==> src/bwts_pkg.sv <==
// shared types and constants for the bilinear wrap texture sampler
package bwts_pkg;
    localparam int FRAC_BITS = 16;
    localparam int CHANNEL_BITS = 16;
    localparam int SIDE_BITS = 8;
    localparam int MAX_SIDE = 1 << SIDE_BITS;
    localparam int COORD_BITS = 24;
    localparam int SIZE_BITS = SIDE_BITS + 1;
    localparam int ADDR_BITS = 2 * SIDE_BITS;
    localparam int BANK_ADDR_BITS = ADDR_BITS - 2;
    localparam int TEXEL_BITS = 3 * CHANNEL_BITS;
    localparam int CFG_IDX_BITS = 3;
    localparam int CFG_DATA_BITS = 48;
    localparam int FQ_DEPTH = 4;
    localparam int FQ_PTR_BITS = 2;

    localparam logic [CFG_IDX_BITS-1:0] REG_U_SCALE = 3'd0;
    localparam logic [CFG_IDX_BITS-1:0] REG_U_OFFSET = 3'd1;
    localparam logic [CFG_IDX_BITS-1:0] REG_V_SCALE = 3'd2;
    localparam logic [CFG_IDX_BITS-1:0] REG_V_OFFSET = 3'd3;
    localparam logic [CFG_IDX_BITS-1:0] REG_TEX_WIDTH = 3'd4;
    localparam logic [CFG_IDX_BITS-1:0] REG_TEX_HEIGHT = 3'd5;
    localparam logic [CFG_IDX_BITS-1:0] REG_TEXTURE_ON = 3'd6;
    localparam logic [CFG_IDX_BITS-1:0] REG_FLAT_COLOR = 3'd7;

    localparam logic OP_WRITE = 1'b0;
    localparam logic OP_SAMPLE = 1'b1;

    typedef struct packed {
        logic                      op;
        logic [SIDE_BITS-1:0]      texel_col;
        logic [SIDE_BITS-1:0]      texel_row;
        logic [CHANNEL_BITS-1:0]   texel_red;
        logic [CHANNEL_BITS-1:0]   texel_green;
        logic [CHANNEL_BITS-1:0]   texel_blue;
        logic signed [COORD_BITS-1:0] u_coord;
        logic signed [COORD_BITS-1:0] v_coord;
    } in_item_t;

    typedef struct packed {
        logic [CHANNEL_BITS-1:0] out_red;
        logic [CHANNEL_BITS-1:0] out_green;
        logic [CHANNEL_BITS-1:0] out_blue;
        logic                    from_texture;
    } out_item_t;

    // front to back: one classified item
    typedef struct packed {
        logic                    is_write;
        logic                    use_tex;
        logic [ADDR_BITS-1:0]    waddr;
        logic [TEXEL_BITS-1:0]   wdata;
        logic [SIDE_BITS-1:0]    x;
        logic [SIDE_BITS-1:0]    nx;
        logic [SIDE_BITS-1:0]    y;
        logic [SIDE_BITS-1:0]    ny;
        logic [FRAC_BITS-1:0]    dx;
        logic [FRAC_BITS-1:0]    dy;
        logic [TEXEL_BITS-1:0]   flat;
    } job_t;

    typedef struct packed {
        logic signed [COORD_BITS-1:0] u_scale;
        logic signed [COORD_BITS-1:0] u_offset;
        logic signed [COORD_BITS-1:0] v_scale;
        logic signed [COORD_BITS-1:0] v_offset;
        logic [SIZE_BITS-1:0]         tex_width;
        logic [SIZE_BITS-1:0]         tex_height;
        logic                         texture_on;
        logic [TEXEL_BITS-1:0]        flat_color;
    } cfg_t;

    function automatic logic [SIZE_BITS-1:0] clamp_side(input logic [SIZE_BITS-1:0] s);
        logic [SIZE_BITS-1:0] r;
        begin
            r = s;
            if (s == '0)
            begin
                r = SIZE_BITS'(1);
            end
            else if (s > SIZE_BITS'(MAX_SIDE))
            begin
                r = SIZE_BITS'(MAX_SIDE);
            end
            return r;
        end
    endfunction
endpackage

==> src/bwts_cfg.sv <==
// configuration register file
module bwts_cfg (
    input  logic                              clk,
    input  logic                              rst_n,
    input  logic                              cfg_we,
    input  logic [bwts_pkg::CFG_IDX_BITS-1:0] cfg_index,
    input  logic [bwts_pkg::CFG_DATA_BITS-1:0] cfg_data,
    output bwts_pkg::cfg_t                    cfg
);
    import bwts_pkg::*;

    cfg_t cfg_reg;
    cfg_t cfg_next;

    always_comb
    begin
        cfg_next = cfg_reg;
        if (cfg_we)
        begin
            case (cfg_index)
                REG_U_SCALE:    cfg_next.u_scale = cfg_data[COORD_BITS-1:0];
                REG_U_OFFSET:   cfg_next.u_offset = cfg_data[COORD_BITS-1:0];
                REG_V_SCALE:    cfg_next.v_scale = cfg_data[COORD_BITS-1:0];
                REG_V_OFFSET:   cfg_next.v_offset = cfg_data[COORD_BITS-1:0];
                REG_TEX_WIDTH:  cfg_next.tex_width = cfg_data[SIZE_BITS-1:0];
                REG_TEX_HEIGHT: cfg_next.tex_height = cfg_data[SIZE_BITS-1:0];
                REG_TEXTURE_ON: cfg_next.texture_on = cfg_data[0];
                REG_FLAT_COLOR: cfg_next.flat_color = cfg_data[TEXEL_BITS-1:0];
                default:        cfg_next = cfg_reg;
            endcase
        end
    end

    always_ff @(posedge clk or negedge rst_n)
    begin
        if (!rst_n)
        begin
            cfg_reg.u_scale <= COORD_BITS'(1 << FRAC_BITS);
            cfg_reg.u_offset <= '0;
            cfg_reg.v_scale <= COORD_BITS'(1 << FRAC_BITS);
            cfg_reg.v_offset <= '0;
            cfg_reg.tex_width <= SIZE_BITS'(MAX_SIDE);
            cfg_reg.tex_height <= SIZE_BITS'(MAX_SIDE);
            cfg_reg.texture_on <= 1'b0;
            cfg_reg.flat_color <= '0;
        end
        else
        begin
            cfg_reg <= cfg_next;
        end
    end

    assign cfg = cfg_reg;
endmodule

==> config.mk <==
export PLATFORM = sky130hd
export DESIGN_NAME = bwts_cfg
export DESIGN_NICKNAME = d
export VERILOG_FILES = /design/src/bwts_pkg.sv /design/src/bwts_cfg.sv
export SDC_FILE = /design/constraint.sdc
export NUM_CORES = 1
export LEC_CHECK = 0
export BUFFER_PORTS_ARGS = -buffer_cell sky130_fd_sc_hd__buf_2
export CAP_MARGIN = 0
export CORE_ASPECT_RATIO = 0.9
export CORE_MARGIN = 4
export CORE_UTILIZATION = 53
export CTS_CLUSTER_SIZE = 25
export DETAILED_ROUTE_END_ITERATION = 6
export GPL_TIMING_DRIVEN = 0
export PLACE_DENSITY_LB_ADDON = 0.2
export SLEW_MARGIN = 20
export SYNTH_ARGS = -nofsm -noshare
export SYNTH_HDL_FRONTEND = slang
export SYNTH_SLANG_ARGS = --single-unit
==> constraint.sdc <==
create_clock -name clk -period 2.1 [get_ports clk]
set_input_delay 0.21 -clock clk [delete_from_list [all_inputs] [get_ports clk]]
set_output_delay 0.21 -clock clk [all_outputs]
set_load 0.005 [all_outputs]
### After elaboration in Yosys (flattened, before gate mapping)

Cells that the tools add are included.

| storage, ports and cells | value |
|---|---|
| logic and storage cells | 24 |
| output and inout bits | 163 |
| register bits after elaboration | 163 |

| operators by class | value |
|---|---|
| reduce and logical (&&, ||, !) cells | 9 |
| eq/ne operators | 7 |

Operators with widths:

| operator | number |
|---|---|
| $reduce_and A2 Y1 | 8 |
| $eq A3 B3 Y1 const B | 4 |
| $eq A3 B2 Y1 const B | 2 |
| $eq A3 B1 Y1 const B | 1 |
| $logic_not A3 Y1 | 1 |

### Logic depth before layout (Yosys ltp)

| logic depth | value |
|---|---|
| word-level depth | 2 |
| depth in mapped cells | 5 |

### Worst setup path after synthesis

Ideal clock, no wire load.

| path | value |
|---|---|
| kind | in2reg |
| start | input port cfg_index[1] (netlist name) |
| end | register cfg_reg, in the netlist cfg[150] |
| cell stages on the path | 4 |
| data arrival time | 1.288 ns |
| library setup time | 0.125 ns |
| path buffers | 2 |
| slack | 0.687 ns |
| cells stage by stage | buf_4 -> nor4b_4 -> buf_6 -> mux2_2 |

| between the ends | value |
|---|---|
| word-level cells in the longest chain between the ends | 2 |

RTL lines:

| element | line | RTL |
|---|---|---|
| start, declared | bwts_cfg.sv:6 | `input logic [bwts_pkg::CFG_IDX_BITS-1:0] cfg_index,` |
| $logic_not A3 Y1 | bwts_cfg.sv:20 | `case (cfg_index)` |
| $reduce_and A2 Y1 (no line) | -- |  |
| end signal, assigned | bwts_cfg.sv:49 | `cfg_reg <= cfg_next;` |
| end, declared | bwts_cfg.sv:12 | `cfg_t cfg_reg;` |

Every way passes these cells.
A chain may end at the register's enable or synchronous reset.

### Final worst setup path

| path | value |
|---|---|
| start | register cfg_reg, in the netlist cfg[57] |
| end | output port cfg[57] (netlist name) |

RTL lines:

| element | line | RTL |
|---|---|---|
| end, declared | bwts_cfg.sv:8 | `output bwts_pkg::cfg_t cfg` |

No word-level cell between the ends.

==> results.yml <==
global_route:
  grt_busiest_layer: "met2"
  track_usage: 0.216
  antenna_found_initial: 0
  grt_pass1_wl_mm: 21.8
  use_met1: 0.251
  grt_pass1_vias: 4120
  grt_max_degree: 87
  use_met3: 0.0827
  grt_overflow: 0
  use_met2: 0.371
setup_path:
  startpoint_type: "flip-flop"
  end_kind: "output port"
  arrival_ns: 1.07
  cp_slowest_cell: "dfstp_2"
  required_ns: 1.89
  rrSetupSlack_ns: 1.32
  cpPeakStageDelay_ns: 0.53
  path_max_fanout: 2
  cp_cell_sequence: "buf_2"
  path_delay_family: "flip-flops"
  critPathBufInv: 1
  crit_type: "flip-flop to output port"
clocking:
  ctsResizeCount: 0
  cts-root-buf: "clkbuf_16"
  clk_latency_ns: 0.42
  htree_num_levels: 4
  clk_pin_slew_worst_paths_ns: 0.06
  clock-sinks: 163
  numCtsBuffers: 17
  cts_hold_buffers: 1
  post-cts-setup-buffers: 0
  cts_buffer_depth: 2
  cts_tree: "yes"
cells_and_area:
  drive_gt1_frac: 0.718
  syn2layout_area_growth_pct: 30.3
  largest_reg_flops: 163
  multi_input_area_um2: 1930
  fillCellCount: 849
  finish.utilization: 0.706
  final_cells: 756
  seq_area_um2: 4080
  n_antenna_cell: 0
  nets: 641
route:
  wirelength_mm: 14.0
  wl_per_cell_um: 18.5
  ant_nets: 0
  dr.pass1.iters: 4
  drcViolationCount: 0
  vias: 3820
  vias_per_cell: 5.05
  initialDrtViolationCount: 188
timing:
  whs_ns: 0.0184
  worstMarginPinSlew_ns: 0.649
  finalSetupViolations: 0
  setup_tns_ns: 0
  grt_setup_unrepaired: "no"
  layout_setup_ws_ns: 0.823
  slew_headroom: 0.565
  hold_viol: 0
  max_freq_ghz: 0.783
  slew_viol_final: 0
  fin_crit_sh: 0.608
  timing.final.crit_period_ns: 1.28
  worst_clock_skew_ns: 0
die:
  core-area_um2: 11400
  chipHeight_um: 110
  die_area_um2: 13400
  ios: 217
  start_util: 0.542
  die_w_um: 122
  rows: 37
yosys:
  syn_inst: 354
  synth-seq-area-share: 0.662
  synthTopCellsByArea: "dfrtp_1 64%, mux2_2 30%, dfstp_2 1.7%"
  synthSimpleGateAreaFrac: 0.0158
  synth.area.mux_share: 0.297
  avgSynthCellArea_um2: 17.4
  synth_compound_gate_area_share: 0
  yosys.area.top_type_share: 0.645
  synth.distinct_cells: 13
  synthAdderAreaFrac: 0
  synth_nets: 408
  ys_ff_latch: 163
  synth_warnings: 0
  synth_top_family_by_area: "multiplexers"
  synth_top_area_cell: "dfrtp_1"
  synth_xor_area_frac: 0
  syn-cell-area_um2: 6170
place:
  placed_cells: 723
  place.gp.congestion: 0.762
  dp_hpwl_mm: 10.2
  pre_cts_slack_ns: 0.444
  io_buffers: 212
hold_path:
  holdCritPathClass: "input pin to flip-flop"
pwr:
  power.switching_w: 0.00219
  irDropWorstVdd_mv: 0.814
  internal_power_w: 0.00663
  clockPowerShare: 0.328
  leakage_nw: 3.93
  power_frac_seq: 0.475
  p_sw_frac: 0.248
  power_density_nw_per_um2: 1100
  share_comb_of_total_power: 0.197
status:
  status: "complete, no violations"
job:
  maxCapViolations: 0
## cells in the mapped netlist, drive strengths merged
| master | count |
|---|---|
| and4bb | 2 |
| dfstp | 4 |
| nor4b | 1 |
| dfrtp | 159 |
| mux2 | 163 |
| nand4 | 1 |
| buf | 20 |
| nor4bb | 1 |
| nand4b | 3 |
## final timing paths
check / from / end / depth (start not counted)
min: cfg_data[28] / cfg[28] / 2
min in group asynchronous: rst_n / cfg[43] / 2
min reg2reg: cfg[13] / cfg[13] / 1
max reg2reg: cfg[152] / cfg[152] / 1
max: cfg[57] / cfg[57] / 1
max in group asynchronous: rst_n / cfg[66] / 3
## stage by stage
step / cell area (µm²) / power (W)
5_1_grt: 8040 / 0.00929
4_1_cts: 8040 / 0.00892
2_1_floorplan: 6170 / 0.00495
6_report: 8040 / 0.00882
3_3_place_gp: 7430 / 0.00590
3_5_place_dp: 7460 / 0.00601
## power by group through the flow
stage / Combinational [W] / Clock [W] / Sequential (W)
2_1_floorplan: 0.000668 / 0 / 0.00428
3_3_place_gp: 0.00171 / 0 / 0.00419
3_5_place_dp: 0.00177 / 0 / 0.00424
4_1_cts: 0.00178 / 0.00294 / 0.00419
5_1_grt: 0.00191 / 0.00310 / 0.00428
6_report: 0.00173 / 0.00289 / 0.00419
## layout by cell type, fill, tap and decap left out, types with 2 or more instances in the layout
| cell type | netlist | routed |
|---|---|---|
| buf_4 | 4 | 4 |
| clkinv_2 | 0 | 3 |
| dfstp_2 | 4 | 4 |
| clkbuf_16 | 0 | 17 |
| and4bb_2 | 2 | 2 |
| mux2_2 | 162 | 162 |
| clkbuf_1 | 0 | 4 |
| nand4b_1 | 2 | 2 |
| clkbuf_8 | 0 | 8 |
| buf_2 | 9 | 220 |
| dfrtp_1 | 159 | 159 |
| buf_6 | 7 | 7 |
## logic make-up (layout without fill, tap and decap cells)
group,count (synthesis),count (layout)
buf+inv,20,266
flops,163,163
simple gates,8,8
mux,163,163
## metal layers
layer	part of all wire	vias up
met1	0.39	1937
met3	0.078	18
li1	-	1734
met4	0.015	0
met2	0.51	131
met5	0	-
## cell type report
| type | count | area share |
|---|---|---|
| plain buffers | 20 | 0.0191 |
| clock buffers | 29 | 0.0685 |
| repair buffers | 214 | 0.138 |
| multi-input cells | 171 | 0.240 |
| clock inverters | 3 | 0.00187 |
| well taps | 156 | 0.0243 |
| flip-flops and latches | 163 | 0.508 |
(Power assumes the default switching activity.)
