File: config.mk
export PLATFORM = sky130hd
export DESIGN_NAME = bwts_fifo
export DESIGN_NICKNAME = d
export VERILOG_FILES = /design/src/bwts_pkg.sv /design/src/bwts_fifo.sv
export SDC_FILE = /design/constraint.sdc
export NUM_CORES = 1
export LEC_CHECK = 0
export ABC_AREA = 1
export BUFFER_PORTS_ARGS = -buffer_cell sky130_fd_sc_hd__clkbuf_2
export CAP_MARGIN = 0
export CORE_AREA = 2 2 228 230
export DETAILED_ROUTE_END_ITERATION = 8
export DIE_AREA = 0 0 230 232
export PLACE_DENSITY = 0.77
export SETUP_SLACK_MARGIN = 0.15
export SYNTH_ARGS = -nofsm -noshare
export SYNTH_HDL_FRONTEND = slang
export SYNTH_SLANG_ARGS = --single-unit
File: constraint.sdc
create_clock -name clk -period 22.3 [get_ports clk]
set_clock_uncertainty 0.05 [all_clocks]
set_input_delay 3.345 -clock clk [delete_from_list [all_inputs] [get_ports clk]]
set_output_delay 3.345 -clock clk [all_outputs]
set_load 0.05 [all_outputs]
File: src/bwts_pkg.sv
// shared types and constants for the bilinear wrap texture sampler
package bwts_pkg;
    localparam int FRAC_BITS = 16;
    localparam int CHANNEL_BITS = 16;
    localparam int SIDE_BITS = 8;
    localparam int MAX_SIDE = 1 << SIDE_BITS;
    localparam int COORD_BITS = 24;
    localparam int SIZE_BITS = SIDE_BITS + 1;
    localparam int ADDR_BITS = 2 * SIDE_BITS;
    localparam int BANK_ADDR_BITS = ADDR_BITS - 2;
    localparam int TEXEL_BITS = 3 * CHANNEL_BITS;
    localparam int CFG_IDX_BITS = 3;
    localparam int CFG_DATA_BITS = 48;
    localparam int FQ_DEPTH = 4;
    localparam int FQ_PTR_BITS = 2;

    localparam logic [CFG_IDX_BITS-1:0] REG_U_SCALE = 3'd0;
    localparam logic [CFG_IDX_BITS-1:0] REG_U_OFFSET = 3'd1;
    localparam logic [CFG_IDX_BITS-1:0] REG_V_SCALE = 3'd2;
    localparam logic [CFG_IDX_BITS-1:0] REG_V_OFFSET = 3'd3;
    localparam logic [CFG_IDX_BITS-1:0] REG_TEX_WIDTH = 3'd4;
    localparam logic [CFG_IDX_BITS-1:0] REG_TEX_HEIGHT = 3'd5;
    localparam logic [CFG_IDX_BITS-1:0] REG_TEXTURE_ON = 3'd6;
    localparam logic [CFG_IDX_BITS-1:0] REG_FLAT_COLOR = 3'd7;

    localparam logic OP_WRITE = 1'b0;
    localparam logic OP_SAMPLE = 1'b1;

    typedef struct packed {
        logic                      op;
        logic [SIDE_BITS-1:0]      texel_col;
        logic [SIDE_BITS-1:0]      texel_row;
        logic [CHANNEL_BITS-1:0]   texel_red;
        logic [CHANNEL_BITS-1:0]   texel_green;
        logic [CHANNEL_BITS-1:0]   texel_blue;
        logic signed [COORD_BITS-1:0] u_coord;
        logic signed [COORD_BITS-1:0] v_coord;
    } in_item_t;

    typedef struct packed {
        logic [CHANNEL_BITS-1:0] out_red;
        logic [CHANNEL_BITS-1:0] out_green;
        logic [CHANNEL_BITS-1:0] out_blue;
        logic                    from_texture;
    } out_item_t;

    // front to back: one classified item
    typedef struct packed {
        logic                    is_write;
        logic                    use_tex;
        logic [ADDR_BITS-1:0]    waddr;
        logic [TEXEL_BITS-1:0]   wdata;
        logic [SIDE_BITS-1:0]    x;
        logic [SIDE_BITS-1:0]    nx;
        logic [SIDE_BITS-1:0]    y;
        logic [SIDE_BITS-1:0]    ny;
        logic [FRAC_BITS-1:0]    dx;
        logic [FRAC_BITS-1:0]    dy;
        logic [TEXEL_BITS-1:0]   flat;
    } job_t;

    typedef struct packed {
        logic signed [COORD_BITS-1:0] u_scale;
        logic signed [COORD_BITS-1:0] u_offset;
        logic signed [COORD_BITS-1:0] v_scale;
        logic signed [COORD_BITS-1:0] v_offset;
        logic [SIZE_BITS-1:0]         tex_width;
        logic [SIZE_BITS-1:0]         tex_height;
        logic                         texture_on;
        logic [TEXEL_BITS-1:0]        flat_color;
    } cfg_t;

    function automatic logic [SIZE_BITS-1:0] clamp_side(input logic [SIZE_BITS-1:0] s);
        logic [SIZE_BITS-1:0] r;
        begin
            r = s;
            if (s == '0)
            begin
                r = SIZE_BITS'(1);
            end
            else if (s > SIZE_BITS'(MAX_SIDE))
            begin
                r = SIZE_BITS'(MAX_SIDE);
            end
            return r;
        end
    endfunction
endpackage

File: src/bwts_fifo.sv
// short queue between front and back
module bwts_fifo (
    input  logic           clk,
    input  logic           rst_n,
    input  logic           wr_valid,
    output logic           wr_ready,
    input  bwts_pkg::job_t wr_data,
    output logic           rd_valid,
    input  logic           rd_ready,
    output bwts_pkg::job_t rd_data
);
    import bwts_pkg::*;

    job_t                 mem_reg [FQ_DEPTH];
    logic [FQ_PTR_BITS-1:0] wp_reg;
    logic [FQ_PTR_BITS-1:0] rp_reg;
    logic [FQ_PTR_BITS:0]   cnt_reg;
    logic                   push;
    logic                   pop;

    assign wr_ready = (cnt_reg != (FQ_PTR_BITS+1)'(FQ_DEPTH));
    assign rd_valid = (cnt_reg != '0);
    assign push = wr_valid && wr_ready;
    assign pop = rd_valid && rd_ready;
    assign rd_data = mem_reg[rp_reg];

    always_ff @(posedge clk)
    begin
        if (push)
        begin
            mem_reg[wp_reg] <= wr_data;
        end
    end

    always_ff @(posedge clk or negedge rst_n)
    begin
        if (!rst_n)
        begin
            wp_reg <= '0;
            rp_reg <= '0;
            cnt_reg <= '0;
        end
        else
        begin
            if (push)
            begin
                wp_reg <= wp_reg + 1'b1;
            end
            if (pop)
            begin
                rp_reg <= rp_reg + 1'b1;
            end
            cnt_reg <= cnt_reg + (FQ_PTR_BITS+1)'(push) - (FQ_PTR_BITS+1)'(pop);
        end
    end

    assert property (@(posedge clk) disable iff (!rst_n)
        cnt_reg <= (FQ_PTR_BITS+1)'(FQ_DEPTH))
        else $error("queue count overflow");
    assert property (@(posedge clk) disable iff (!rst_n)
        (cnt_reg == '0) |-> !pop)
        else $error("pop from empty queue");
    assert property (@(posedge clk) disable iff (!rst_n)
        (push && !pop) |=> (cnt_reg == $past(cnt_reg) + 1'b1))
        else $error("queue count mismatch");
endmodule

* After elaboration in Yosys (flattened, before gate mapping) *
Memory sizes are Yosys's and may differ from the RTL's.
Index checks and enable logic that the tools add are counted.

operators by class
  add/subtract/negate cells = 4
  $mul = 0
  div/mod/pow operators = 0
  magnitude comparators = 0
  eq/ne operators = 1
  shifts and indexed selects = 0
  mux-type cells = 2
  bitwise gates (word level) = 0
  reduce and logical (&&, ||, !) cells = 3

operators with widths
  kind                   count
  $add A2 B1 Y2 const B  2
  $add A3 B1 Y3          1
  $ne A3 B3 Y1 const B   1
  $reduce_bool A3 Y1     1
  $sub A3 B1 Y3          1
  $logic_and A1 B1 Y1    2
  $mux W1                2

storage, ports and cells
  bits in registers = 7
  bits in latches = 0
  RAM bits = 712
  ROM bits = 0
  bits of input ports = 182
  output and inout port bits = 180
  word-level logic and storage cells = 14
  memories kept = 1

memory list
  memory   words  bits a word  read ports  clocked after Yosys merged registers in  write ports  line             source
  mem_reg  4      178          1           0                                        1            bwts_fifo.sv:14  job_t mem_reg [FQ_DEPTH];

* Longest topological paths before layout *
Gate-level depths: netlist (run 1).

  depth after elaboration = 4
  depth in mapped cells = 12

* Worst setup path after synthesis (run 1) *
Ideal clock, no wire load.

  kind = input to register
  from = input port wr_valid
  to = memory mem_reg[0][0] (netlist bit) (enable)
  library setup time = 0.720 ns
  data arrival time = 10.921 ns
  data required time = 21.530 ns
  slack = 10.610 ns
  cell stages on the path = 2
  path buffers = 0
  path through = nand2_1 > nor2_1

on the way
  word-level cells in the longest chain between the ends = 3

ends and longest elaborated chain
  item                           line             source
  from (decl)                    bwts_fifo.sv:5   input logic wr_valid,
  $logic_and A1 B1 Y1            bwts_fifo.sv:23  assign push = wr_valid && wr_ready;
  $mux W1                        bwts_fifo.sv:29  if (push)
  $mux W1 (implied by the code)  bwts_fifo.sv:31  mem_reg[wp_reg] <= wr_data;
  to (decl)                      bwts_fifo.sv:14

No other way between the ends.

==> metrics.md, run 1 <==
| Metric | Value |
|---|---|
| Outcome | `completed` |
| # hold bufs at CTS | `0` |
| Pre-Repair DR Iteration Count | `7` |
| Mapped Nets | `2501` |
| Post-cts gate resize count | `0` |
| Final HPWL DP | `33.0 mm` |
| Max-cap violations | `0` |
| Minimum clock period | `7870 ps` |
| Antenna violations before repair | `5` |
| Setup_tns | `0 ps` |
| Beginning of the worst register-to-register path | `cnt_reg[1]` |
| Slew Viols, Final | `0` |
| Register area share after synthesis | `76.2%` |
| Final setup vio count | `0` |
| Share of cells above drive strength 1 | `17.8%` |
| Hold_sp | `cnt_reg[0]` |
| Root Driver | `clkbuf_16` |
| Most frequent cell on the critical path | `nand2_1` |
| Startpoint types | `flop` |
| H-Tree Depth | `3` |
| Critical path's slowest cell | `dfrtp_4` |
| Antenna violation net count after detailed routing | `0` |
| Clk sink count | `719` |
| Routability cong. | `0.767` |
| Least-Margin Pin Slew | `1160 ps` |
| Synthesized area | `28300 um^2` |
| IO Port Bufs | `361` |
| Unrepaired setup endpoints after global routing | `no` |
| Row cnt | `83` |
| Worst-path cell chain | `buf_4 > buf_4 > nand2_1 > o21ai_0 > nand2_1 > nand2_1 > clkbuf_2` |
| Die extent in y | `232 um` |
| Worst slew margin | `22.6%` |
| Post-CTS Setup Bufs | `0` |
| WL/cell | `17.1 um` |
| CTS tree | `built` |
| Req. time, crit path | `18910 ps` |
| Total GRT Usage | `21.6%` |
| Full die area | `53400 um^2` |
| CTS Buffer Depth | `3` |
| CP Class | `flop to output port` |
| Final hold vios | `0` |
| Nets | `2838` |
| Slowest stage delay, CP | `1100 ps` |
| Global-route wire length before repair | `89.5 mm` |
| Critical path launch point | `rp_reg[0]` |
| Syn avg cell area | `12.2 um^2` |
| Starting Density | `55.6%` |
| Largest net degree at the start of global routing | `164` |
| Crit. End Element | `output port` |
| Vias in the first global route | `17500` |
| CTS buffer count | `71` |
| Tcrit/Tclk final | `35.3%` |
| Register clock-pin slew on the reported worst setup and hold paths | `60 ps` |
| Warnings from Yosys | `0` |
| Number of synthesized register bits | `719` |
| Final wirelength | `57.8 mm` |
| DRC Markers | `0` |
| Number of flip-flops in the largest register | `712` |
| Max Fclk | `127 MHz` |
| Avg Vias per Cell | `5.18` |
| Arr. time, crit path | `4480 ps` |
| Max Fanout on Critical Path | `124` |
| # IOs | `362` |
| Syn-to-layout area delta | `15.4%` |
| Post-Syn Instances | `2312` |
| Worst Hold Class | `flop to flop` |
| Core Box Area | `50900 um^2` |
| Vias | `17500` |
| Distinct cells, synth | `17` |
| 1st-iter DRT viols | `1367` |
| Clk_lat worst skew | `590 ps` |
| GRT overflow | `0` |
| Die X | `230 um` |
==> kinds of logic (layout without fill, tap and decap cells) <==
logic type,count (synthesis),in the layout,synth area share [%]
other cells,0,5,0
simple gates,919,919,12.2
flops,719,719,76.2
compound gates,356,356,6.30
fa+ha+maj,7,7,0.336
buf+inv,311,699,4.95
==> critical path: cells and delay by family, from the launching register on <==
family	cells	cell delay, ps
buffers and inverters	3	2150
and+or+nand+nor	3	340
AOI/OAI and AO/OA	1	140
DFF	1	1100
==> through the flow <==
step	hold slack, ps	std cells	instance area [um^2]	setup WS [ps]	util (%)
finish	476	3385	32700	14430	64.2
global route	512	3381	32600	14000	64.1
global placement	445	3256	30500	15200	59.9
CTS	481	3380	32600	14400	64.1
detailed placement	468	3256	30500	15050	59.9
floorplan	399	2312	28300	10610	-
==> final cells by class <==
type                    count  area, um^2
well taps                 680         851
diodes                      5        12.5
multi-input cells        1282        5360
repair buffers            381        1960
inverters                 194         738
clock buffers              93        1860
clock inverters            31         310
fillers                  3655       18200
flip-flops and latches    719       21600
==> per-layer routing <==
layer	track usage (%)	wire length, um	vias to the layer above
met5	0	42	-
met2	36.8	28800	523
met4	8.79	1580	6
met3	5.84	4760	106
li1	-	-	8468
met1	26.3	22600	8445
==> layout by cell type, fill, tap and decap left out, drive strengths merged <==
| cell type | synthesis | final |
|---|---|---|
| edfxtp | 712 | 712 |
| nand2 | 553 | 553 |
| clkbuf | 48 | 454 |
| nor2 | 361 | 361 |
| o21ai | 356 | 356 |
| inv | 193 | 197 |
| buf | 69 | 20 |
| clkinv | 1 | 20 |
| dfrtp | 7 | 7 |
| ha | 6 | 6 |
| diode | 0 | 5 |
| nand3 | 5 | 5 |
| bufinv | 0 | 4 |
| clkinvlp | 0 | 4 |
| fa | 1 | 1 |
==> cell usage after synthesis <==
| cell type | count | area, um^2 |
|---|---|---|
| nor2_1 | 361 | 1360 |
| o21ai_0 | 271 | 1360 |
| nand2_1 | 553 | 2080 |
| buf_1 | 8 | 30.0 |
| nand3_1 | 5 | 25.0 |
| clkbuf_1 | 48 | 180 |
| inv_1 | 192 | 721 |
| fa_1 | 1 | 20.0 |
| buf_2 | 20 | 100 |
| edfxtp_1 | 712 | 21400 |
| dfrtp_1 | 7 | 175 |
| inv_2 | 1 | 3.75 |
| o21ai_1 | 85 | 425 |
| buf_6 | 14 | 158 |
| buf_4 | 27 | 203 |
| clkinv_1 | 1 | 3.75 |
| ha_1 | 6 | 75.1 |
==> worst paths after layout <==
path,end,slack [ps],cells after the start
worst min register to register,cnt_reg[0],480,1
worst min-delay path,cnt_reg[0],480,1
min in group asynchronous,wp_reg[1],2540,1
worst max-delay path,rd_data[86],14430,7
max in group asynchronous,rp_reg[0],19460,1
worst max register to register,mem_reg[0][127],18870,6
Power of run 1 is left out: the tool's default activity adds up to more than one toggle a clock period on the data nets, which glitch-free logic cannot reach.
==> run 2: changes to the inputs <==
Clock period 22.3 ns to 8.2 ns, I/O delays scaled along.
==> run 2 against run 1 <==
Via count is 0.35% higher; critical path depth is the same; sequential share of layout area fell by 0.53 points; routed wire length increased by 1.2%; cell count about the same; global-route usage up 0.14 points; critical endpoint is now rd_data[87].
==> metrics.md, run 2 (synthesis gave the netlist of run 1 again) <==
| Metric | Value |
|---|---|
| Outcome | `completed` |
| Root Driver | `clkbuf_16` |
| Crit. End Element | `output port` |
| Clk_lat worst skew | `590 ps` |
| H-Tree Depth | `3` |
| Max-cap violations | `0` |
| Clk sink count | `719` |
| Worst path top cell family by delay | `buffers and inverters` |
| Least-Margin Pin Slew | `1310 ps` |
| Row cnt | `83` |
| # IOs | `362` |
| CP Class | `flop to output port` |
| Footprint of the multi-input gates | `5360 um^2` |
| Post-cts gate resize count | `0` |
| Number of flip-flops in the largest register | `712` |
| Total GRT Usage | `21.7%` |
| Largest net degree at the start of global routing | `256` |
| Full die area | `53400 um^2` |
| Core Box Area | `50900 um^2` |
| Worst Hold Class | `input port to asynchronous set/reset pin` |
| Max Fanout on Critical Path | `117` |
| Nets | `2840` |
| Global-route wire length before repair | `90.1 mm` |
| Req. time, crit path | `6920 ps` |
| CTS buffer count | `72` |
| Register clock-pin slew on the reported worst setup and hold paths | `60 ps` |
| Vias in the first global route | `17200` |
| CTS tree | `built` |
| Pre-Repair DR Iteration Count | `5` |
| # hold bufs at CTS | `0` |
| Max Fclk | `186 MHz` |
| Minimum clock period | `5390 ps` |
| Avg Vias per Cell | `5.20` |
| Final setup vio count | `0` |
| Syn-to-layout area delta | `16.4%` |
| Antenna violations before repair | `12` |
| Most frequent cell on the critical path | `nand2_1` |
| IO Port Bufs | `361` |
| WL/cell | `17.3 um` |
| Worst-path cell chain | `buf_4 > buf_4 > nand2_1 > o21ai_0 > nand2_1 > nand2_1 > clkbuf_2` |
| Tcrit/Tclk final | `65.7%` |
| Slew Viols, Final | `0` |
| Die extent in y | `232 um` |
| Share of cells above drive strength 1 | `18.1%` |
| CTS Buffer Depth | `3` |
| Unrepaired setup endpoints after global routing | `no` |
| Commonest non-fill, non-tap cell in the layout | `edfxtp_1` |
| Antenna violation net count after detailed routing | `0` |
| Slowest stage delay, CP | `930 ps` |
| Routability cong. | `0.779` |
| Final HPWL DP | `33.4 mm` |
| Critical path's slowest cell | `buf_4` |
| WP buf/inv | `3` |
| Final wirelength | `58.5 mm` |
| Worst slew margin | `12.8%` |
| Starting Density | `55.6%` |
| Die X | `230 um` |
| GRT overflow | `0` |
| Post-CTS Setup Bufs | `0` |
| Final core utilization | `64.7%` |
| Final hold vios | `0` |
| Filler instances | `3590` |
| 1st-iter DRT viols | `1463` |
| DRC Markers | `0` |
| Register area | `21600 um^2` |
| Arr. time, crit path | `4110 ps` |
| Vias | `17600` |
| Commonest non-fill, non-tap cells in the layout | `edfxtp_1, nand2_1, clkbuf_2` |
| Startpoint types | `flop` |
==> run 2: final timing paths <==
kind	startpoint	end	slack, ps	cells past startpoint
min in group clk	cnt_reg[0]	cnt_reg[0]	470	1
hold / removal	rst_n	wp_reg[0]	430	1
max in group asynchronous	rst_n	rp_reg[0]	7480	1
hold reg to reg	cnt_reg[0]	cnt_reg[0]	470	1
setup reg to reg	rp_reg[0]	rp_reg[0]	5130	4
setup / recovery	rp_reg[0]	rd_data[87]	2810	7
==> run 2: routing by layer <==
layer | up-vias | share of wire (%) | GRT usage [%] | wire length [um]
met4 | 14 | 2.3 | 8.49 | 1350
met3 | 94 | 9.3 | 6.84 | 5430
met5 | - | 0.17 | 0 | 102
li1 | 8482 | - | - | -
met1 | 8431 | 38 | 26.4 | 22500
met2 | 589 | 50 | 36.5 | 29100
==> run 2: worst register-to-register path: cells and delay by family (launching register included) <==
kind                   cells  cell delay (ps)
buffers and inverters      2             1840
and+or+nand+nor            2              390
DFF                        1              730
==> run 2: final cells by class <==
type | instances | area share, %
antenna | 6 | 0.0456
clock buffer | 92 | 6.02
clock inverter | 32 | 1.27
inverter | 194 | 2.24
multi-input combinational | 1282 | 16.3
sequential | 719 | 65.5
tap | 680 | 2.58
timing repair buffer | 382 | 6.04
==> run 2: metrics by stage <==
stage / instances / setup TNS [ps] / area (um^2) / worst slack, ps / hold slack [ps]
after global placement: 3257 / 0 / 30500 / 3460 / 443
after floorplan: 2312 / -979080 / 28300 / -1380 / 399
final: 3387 / 0 / 32900 / 2810 / 426
after detailed placement: 3257 / 0 / 30500 / 3430 / 466
after global routing: 3384 / 0 / 32900 / 2470 / 413
after CTS: 3381 / 0 / 32900 / 2790 / 389
Power of run 2 is left out for the same reason.
==> run 3: changes to the inputs <==
Settings changed: CORE_AREA 2 2 228 230 to 2 2 237 239, DIE_AREA 0 0 230 232 to 0 0 239 241, PLACE_DENSITY 0.77 to 0.75.
Clock period 8.2 ns to 4.7 ns, I/O delays scaled along.
==> run 3 against run 2 <==
Via count shrank 0.21%; highest routed layer unchanged; non-clock buffer count up 5; routed wire length increased by 0.89%; critical path depth decreased by 1; sequential share of layout area fell by 0.62 points; sequential cell count stayed put; cell area grew 0.96%; die area up 7.9%.
==> metrics.md, run 3 (synthesis gave the netlist of run 1 again) <==
| Metric | Value |
|---|---|
| Outcome | `completed` |
| Setup ws final | `1100 ps` |
| Die X | `239 um` |
| Arr. time, crit path | `2850 ps` |
| Max Fanout on Critical Path | `276` |
| Antenna violation net count after detailed routing | `0` |
| Clk_lat worst skew | `600 ps` |
| Tcrit/Tclk final | `76.6%` |
| Post-layout instance area | `33200 um^2` |
| GRT overflow | `0` |
| Post-CTS Setup Bufs | `0` |
| Final hold vios | `0` |
| Die extent in y | `241 um` |
| Core Box Area | `54900 um^2` |
| Global-route wire length before repair | `88.8 mm` |
| DP Area | `30700 um^2` |
| Starting Density | `51.5%` |
| Pre-Repair DR Iteration Count | `5` |
| Minimum clock period | `3600 ps` |
| Root Driver | `clkbuf_16` |
| CTS Buffer Depth | `3` |
| Req. time, crit path | `3940 ps` |
| Number of flip-flops in the largest register | `712` |
| Met2 Routed Length | `28.4 mm` |
| Final setup vio count | `0` |
| Startpoint types | `flop` |
| Antenna violations before repair | `12` |
| Worst Hold Class | `input port to flop` |
| Syn-to-layout area delta | `17.5%` |
| Clk sink count | `719` |
| Vias in the first global route | `17200` |
| Final wirelength | `59.0 mm` |
| CTS buffer count | `73` |
| Final core utilization | `60.6%` |
| # hold bufs at CTS | `1` |
| CP Class | `flop to output port` |
| WL/cell | `17.3 um` |
| Total GRT Usage | `19.9%` |
| Share of cells above drive strength 1 | `18.6%` |
| Largest net degree at the start of global routing | `277` |
| Avg Vias per Cell | `5.14` |
| Max-cap violations | `0` |
| Crit. End Element | `output port` |
| Post-cts gate resize count | `0` |
| Metal3 WL | `5.55 mm` |
| Commonest non-fill, non-tap cell in the layout | `edfxtp_1` |
| Post-Place Worst Slack | `1790 ps` |
| CTS tree | `built` |
| Fin Hold WS | `264 ps` |
| Worst slew margin | `13.3%` |
| IO Port Bufs | `361` |
| Unrepaired setup endpoints after global routing | `no` |
| Slew Viols, Final | `0` |
| Least-Margin Pin Slew | `1300 ps` |
| Commonest non-fill, non-tap cells in the layout | `edfxtp_1, nand2_1, clkbuf_2` |
| H-Tree Depth | `3` |
| Nets | `2846` |
| DRC Markers | `0` |
| Register clock-pin slew on the reported worst setup and hold paths | `60 ps` |
| Row cnt | `86` |
| Full die area | `57600 um^2` |
| Vias | `17600` |
| Routability cong. | `0.785` |
| # IOs | `362` |
| 1st-iter DRT viols | `1107` |
| Met1 Wirelength | `23.2 mm` |
| Uppermost layer routed | `met5` |
| Max Fclk | `278 MHz` |
| Final HPWL DP | `34.3 mm` |
| Filler instances | `4143` |
==> run 3: cell types whose count changed in the layout (fill, tap and decap cells not counted), sizes merged <==
cell and delta:
inv +3, dlygate4sd3 +1, diode -5, bufinv +4, clkinvlp -1, clkbuf -11, clkinv +11, buf +4
==> run 3: worst paths after layout <==
path	start	to	slack, ps	cells after the start
hold reg to reg	cnt_reg[0]	cnt_reg[0]	470	1
min in group asynchronous	rst_n	cnt_reg[0]	430	2
setup / recovery	rp_reg[0]	rd_data[82]	1100	6
hold / removal	wr_data[163]	mem_reg[3][163]	260	1
setup reg to reg	cnt_reg[1]	mem_reg[3][142]	2030	5
max in group asynchronous	rst_n	rp_reg[0]	3970	2
==> run 3: critical path, stage by stage, from the launching register on <==
cell	delay, ps
dfrtp_4	470
buf_12	590
nand2_1	140
o21ai_0	160
nand2_1	80
nand2_1	80
clkbuf_2	300
==> run 3: final cells by class <==
cell class / instances / area (um^2) / share of cell area, %
Sequential cell: 719 / 21600 / 64.9
Multi-Input combinational cell: 1282 / 5360 / 16.1
Timing Repair Buffer: 387 / 2180 / 6.56
Clock buffer: 81 / 1900 / 5.72
Tap cell: 704 / 881 / 2.65
Inverter: 194 / 741 / 2.23
Clock inverter: 49 / 608 / 1.83
Antenna cell: 1 / 2.50 / 0.00753
==> run 3: stage by stage <==
step | TNS, ps | std cells
6_report | 0 | 3417
5_1_grt | 0 | 3416
4_1_cts | 0 | 3416
3_5_place_dp | 0 | 3285
3_3_place_gp | 0 | 3285
2_1_floorplan | -1173350 | 2312
==> run 3: per-layer routing <==
metal,vias up,global-route usage (%)
met5,-,0
met1,8364,24.0
met3,120,6.82
met2,557,33.3
li1,8510,-
met4,22,7.27
Power of run 3 is left out for the same reason.
